$ cat config.mk
export PLATFORM = sky130hd
export DESIGN_NAME = vmu_isqrt
export DESIGN_NICKNAME = d
export VERILOG_FILES = /design/src/rtl/vmu_pkg.sv /design/src/rtl/vmu_isqrt.sv
export SDC_FILE = /design/constraint.sdc
export NUM_CORES = 2
export LEC_CHECK = 0
export BUFFER_PORTS_ARGS = -buffer_cell sky130_fd_sc_hd__buf_4
export CAP_MARGIN = 20
export CORE_MARGIN = 4
export CORE_UTILIZATION = 43
export DETAILED_ROUTE_END_ITERATION = 10
export SYNTH_ARGS = -nofsm -noshare
export SYNTH_HDL_FRONTEND = slang
export SYNTH_MEMORY_MAX_BITS = 65536
export SYNTH_SLANG_ARGS = --single-unit
export TNS_END_PERCENT = 5
$ cat constraint.sdc
create_clock -name clk -period 5.5 [get_ports clk]
set_clock_uncertainty 0.1 [all_clocks]
set_input_delay 1.65 -clock clk [delete_from_list [all_inputs] [get_ports clk]]
set_output_delay 1.65 -clock clk [all_outputs]
set_load 0.01 [all_outputs]
$ cat src/rtl/vmu_pkg.sv
package vmu_pkg;

  // Default number format: Q16.16 in 32-bit words
  localparam int FRAC_BITS_DEF = 16;
  localparam int WORD_BITS_DEF = 32;

  // Lanes and products per lane
  localparam int NUM_LANES = 4;
  localparam int NUM_PROD  = 4;

  // Operation codes carried in the kind field
  typedef enum logic [3:0] {
    KIND_ADD       = 4'd0,
    KIND_SUB       = 4'd1,
    KIND_SCALE     = 4'd2,
    KIND_DOT       = 4'd3,
    KIND_CROSS     = 4'd4,
    KIND_TRANSFORM = 4'd5,
    KIND_NORMALISE = 4'd6,
    KIND_LENGTH    = 4'd7,
    KIND_LOAD      = 4'd8
  } kind_t;

  // Input item
  typedef struct packed {
    logic [3:0]         kind;
    logic signed [31:0] ax;
    logic signed [31:0] ay;
    logic signed [31:0] az;
    logic signed [31:0] aw;
    logic signed [31:0] bx;
    logic signed [31:0] by_comp;
    logic signed [31:0] bz;
    logic signed [31:0] factor;
    logic [1:0]         matrix_row;
    logic [1:0]         matrix_col;
  } in_item_t;

  // Result item
  typedef struct packed {
    logic signed [31:0] rx;
    logic signed [31:0] ry;
    logic signed [31:0] rz;
    logic signed [31:0] rw;
    logic signed [31:0] scalar;
    logic               overflow;
    logic               zero_length;
  } out_item_t;

  // Per-lane control: negate each product, and apply the fraction shift
  typedef struct packed {
    logic [NUM_PROD-1:0] neg;
    logic                shift;
  } lane_ctrl_t;

endpackage

$ cat src/rtl/vmu_isqrt.sv
module vmu_isqrt #(
  parameter int WORD_BITS = vmu_pkg::WORD_BITS_DEF
) (
  input  logic                   clk,
  input  logic                   en,
  input  logic [2*WORD_BITS-1:0] s_in,
  output logic [WORD_BITS-1:0]   root_out
);
  import vmu_pkg::*;

  localparam int W = WORD_BITS;

  logic [2*W-1:0] s_r    [W];
  logic [W:0]     rem_r  [W];
  logic [W-1:0]   root_r [W];

  // One root bit per stage, two radicand bits consumed per stage
  for (genvar k = 0; k < W; k++) begin : g_stage
    logic [2*W-1:0] s_i;
    logic [W:0]     rem_i;
    logic [W-1:0]   root_i;
    logic [W+2:0]   tmp;
    logic [W+2:0]   trial;

    if (k == 0) begin : g_first
      assign s_i    = s_in;
      assign rem_i  = '0;
      assign root_i = '0;
    end else begin : g_next
      assign s_i    = s_r[k-1];
      assign rem_i  = rem_r[k-1];
      assign root_i = root_r[k-1];
    end

    assign tmp   = {rem_i, s_i[2*W-1:2*W-2]};
    assign trial = {1'b0, root_i, 2'b01};

    always_ff @(posedge clk) begin
      if (en) begin
        s_r[k] <= {s_i[2*W-3:0], 2'b00};
        if (tmp >= trial) begin
          rem_r[k]  <= (W+1)'(tmp - trial);
          root_r[k] <= {root_i[W-2:0], 1'b1};
        end else begin
          rem_r[k]  <= tmp[W:0];
          root_r[k] <= {root_i[W-2:0], 1'b0};
        end
      end
    end
  end

  assign root_out = root_r[W-1];

endmodule

==> tab_implementation.tex <==
\begin{tabular}{lr}
\hline
Metric & Value \\
\hline
\multicolumn{2}{l}{\textbf{Run status}} \\
\quad Outcome & complete, no violations \\
\multicolumn{2}{l}{\textbf{Synth}} \\
\quad Average size of a mapped cell & 12.91 sq um \\
\quad Area fraction in compound gates after synthesis & 9.652\% \\
\quad Count of different cell masters after synthesis & 86 \\
\quad Total of warnings raised by yosys & 0 \\
\quad Top-area cell type share of the netlist area & 64.74\% \\
\quad Main area contributors after synthesis & edfxtp\_1, ha\_1, xnor2\_1 \\
\quad Most area-hungry cell type in the Yosys netlist & edfxtp\_1 \\
\quad Flops \& latches, synth & 2,495 \\
\quad Post-synthesis xor/xnor area fraction & 5.989\% \\
\quad Commonest cells post-synth & edfxtp\_1, inv\_1, nand2\_1, o21ai\_0, ha\_1 \\
\quad Synthesized netlist net count & 9,586 \\
\quad Proportion of synthesized chip area in sequential cells & 64.76\% \\
\quad Post-synthesis cell area & 115,700 sq um \\
\quad Most frequently used flop master after synthesis & edfxtp\_1 \\
\quad Cell with the most instances after synthesis & edfxtp\_1 \\
\quad Share of synthesized flip-flops with an asynchronous set or reset & 0\% \\
\quad Area fraction in and, or, nand and nor cells after synthesis & 10.02\% \\
\quad Post-synth EDFFs & 2,494 \\
\quad Adder-cell share of the synthesized area & 6.078\% \\
\quad Dominant combinational cell family by area after synthesis & simple AND/OR/NAND/NOR gates \\
\quad Mux cell area share after synthesis & 0.5148\% \\
\quad Count of mapped cells out of synthesis & 8,958 \\
\multicolumn{2}{l}{\textbf{Global route}} \\
\quad Vias in the first global route & 67.88k \\
\quad Maximum number of pins on one net before global-route repair & 166 \\
\quad GR Util All Layers & 17.02\% \\
\quad GRT overflow & 0 \\
\quad Global-route wire length before repair & 379,000 um \\
\quad Antenna violations before repair & 5 \\
\multicolumn{2}{l}{\textbf{Floorplanning}} \\
\quad Die boundary height & 526.7 um \\
\quad Floorplan Core Area & 267,900 sq um \\
\quad \# rows & 190 \\
\quad Die Area & 277,400 sq um \\
\quad Starting density of the core & 43.18\% \\
\quad Number of I/O pins & 98 \\
\quad Die W & 526.7 um \\
\multicolumn{2}{l}{\textbf{Cells and area}} \\
\quad Number of nets in the layout & 9,861 \\
\quad Layout overhead on the synthesized area & 12.34\% \\
\quad Fillcell total & 23.14k \\
\quad Post-route insts no fill & 12.99k \\
\quad Share of layout cells above drive strength 1 & 7.513\% \\
\multicolumn{2}{l}{\textbf{Placed design}} \\
\quad Inst Count DP & 12.50k \\
\quad Quantity of I/O buffers inserted on ports & 97 \\
\quad HPWL after detailed placement & 173,800 um \\
\quad Last weighted congestion value of the routability-driven placer & 0.8836 \\
\multicolumn{2}{l}{\textbf{Detailed routing}} \\
\quad Total routed wirelength & 240,800 um \\
\quad DRC marker count from the first detailed-route iteration & 5,241 \\
\quad Final routed DRC violation total & 0 \\
\quad Wire per inst & 18.54 um \\
\quad Count of TritonRoute iterations in the first routing pass & 6 \\
\quad Via Count & 68.75k \\
\quad Number of nets with antenna violations after detailed routing & 0 \\
\quad Mean number of vias per cell & 5.292 \\
\multicolumn{2}{l}{\textbf{Critical path}} \\
\quad CP Launch Type & flop \\
\quad Critical path class & reg2reg \\
\quad Data arrival time of the worst path & 5.19 ns \\
\quad Peak fanout along the critical path & 40 \\
\quad Worst endpoint required time & 5.97 ns \\
\quad Critical path endpoint category & flop \\
\multicolumn{2}{l}{\textbf{Timing}} \\
\quad Final max-slew violation count & 0 \\
\quad Final period util & 85.75\% \\
\quad Total negative setup slack & 0 ns \\
\quad Final-report hold violation count & 0 \\
\quad F\_max & 212.0 MHz \\
\quad Clock period minus worst slack & 4.717 ns \\
\quad Least-Margin Pin Slew & 1.100 ns \\
\quad Max\_slew headroom & 26.67\% \\
\quad Setup repair after global routing missed its margin & no \\
\quad Finish-stage setup viols & 0 \\
\multicolumn{2}{l}{\textbf{CTS}} \\
\quad Cts hold-fix bufs & 0 \\
\quad TritonCTS clock tree & yes \\
\quad Maximum count of clock buffers along a single path & 4 \\
\quad Number of buffers added for setup after CTS & 0 \\
\quad Clk sinks & 2,495 \\
\quad Clock Latency Late Sink & 0.86 ns \\
\quad Clock buffer count from CTS & 285 \\
\quad Clock Pin Slew Worst Setup and Hold Paths & 0.06 ns \\
\quad Resize count post-CTS & 0 \\
\quad CTS H-Tree Depth & 5 \\
\quad Clk root buf & clkbuf\_16 \\
\multicolumn{2}{l}{\textbf{Pwr}} \\
\quad Cell area power density & 424.2 nW/um\^{}2 \\
\quad Max VDD drop & 0.2812 mV \\
\quad Static leakage power & 49.24 nW \\
\multicolumn{2}{l}{\textbf{Min path}} \\
\quad Path category of the worst min-delay check & reg2reg \\
\multicolumn{2}{l}{\textbf{Run}} \\
\quad Number of max-cap violations & 0 \\
\hline
\end{tabular}
-- sequential cells by signal (all words and copies together) (netlist names) --
register  cells
s_r         992
root_r      528
rem_r       975
-- where the power goes --
group | internal, W | total [W] | switching [W] | leakage, nW
registers | 0.0241 | 0.0259 | 0.00174 | 24.1
clock network | 0.0107 | 0.0181 | 0.00748 | 4.37
logic | 0.00463 | 0.0111 | 0.00647 | 20.8
-- cells in the final DEF, fill, tap and decap left out, types with 254 or more instances in the layout --
cell and instances:
edfxtp_1 2494, a21oi_1 477, ha_1 562, xnor2_1 398
a21o_1 254, nand2_1 689, inv_1 714, o21ai_0 583
xor2_1 393, clkbuf_16 285, nor2_1 430
-- cell families (layout without fill, tap and decap cells) --
family | count (synthesis) | in the layout
flops | 2495 | 2495
other cells | 0 | 1
mux | 55 | 55
buf+inv | 917 | 1396
xor+xnor | 791 | 791
fa+ha+maj | 562 | 562
simple gates | 2318 | 2318
compound gates | 1820 | 1820
-- critical path: stages, from the launching register on --
cell      delay, ns
edfxtp_1       0.39
ha_1           0.39
a21oi_1        0.21
a21oi_1        0.09
o21ai_0        0.24
a211oi_1       0.21
nor3_1         0.30
o21bai_1       0.20
a211oi_1       0.45
a21oi_1        0.22
nor3_2         0.74
buf_4          0.51
mux2_2         0.40
-- routing by layer --
layer / track usage [%] / routed length, um / share of wire (%) / up-vias
li1: - / - / - / 33570
met1: 22.15 / 105200 / 44 / 33310
met2: 29.45 / 118400 / 49 / 1399
met3: 1.997 / 8637 / 3.6 / 470
met4: 5.991 / 8507 / 3.5 / 0
met5: 0 / 0 / 0 / -
-- final timing paths --
kind	slack (ns)	startpoint	to	depth (start not counted)
worst max-delay path	0.78	rem_r[1][401]	rem_r[1][434]	12
worst min-delay path	0.30	s_r[0][332]	s_r[0][396]	0
worst max register to register	0.78	rem_r[1][401]	rem_r[1][434]	12
worst min register to register	0.30	s_r[0][332]	s_r[0][396]	0
-- cell type report --
cell class	instances	area, sq um	area share (%)
clock buffer	339	7345	5.651
multi-input combinational	5546	37390	28.77
sequential	2495	74910	57.64
antenna	1	2.502	0.001926
clock inverter	152	1575	1.212
inverter	715	2684	2.065
tap	3552	4444	3.420
timing repair buffer	190	1605	1.235
-- per-stage QoR --
| stage | hold WS [ns] | utilization, % | worst slack (ns) | cell area (sq um) | total power, W |
|---|---|---|---|---|---|
| 6_report | 0.2958 | 48.51 | 0.7835 | 130000 | 0.05513 |
| 5_1_grt | 0.3027 | 48.51 | 0.3525 | 130000 | 0.05812 |
| 4_1_cts | 0.2908 | 48.51 | 0.8032 | 130000 | 0.05584 |
| 3_5_place_dp | 0.3045 | 45.18 | 0.8303 | 121000 | 0.03735 |
| 3_3_place_gp | 0.3003 | 45.17 | 0.7793 | 121000 | 0.03720 |
| 2_1_floorplan | 0.3003 | - | 0.8509 | 115700 | 0.03373 |
No activity file was read; power rests on OpenSTA's default activity.
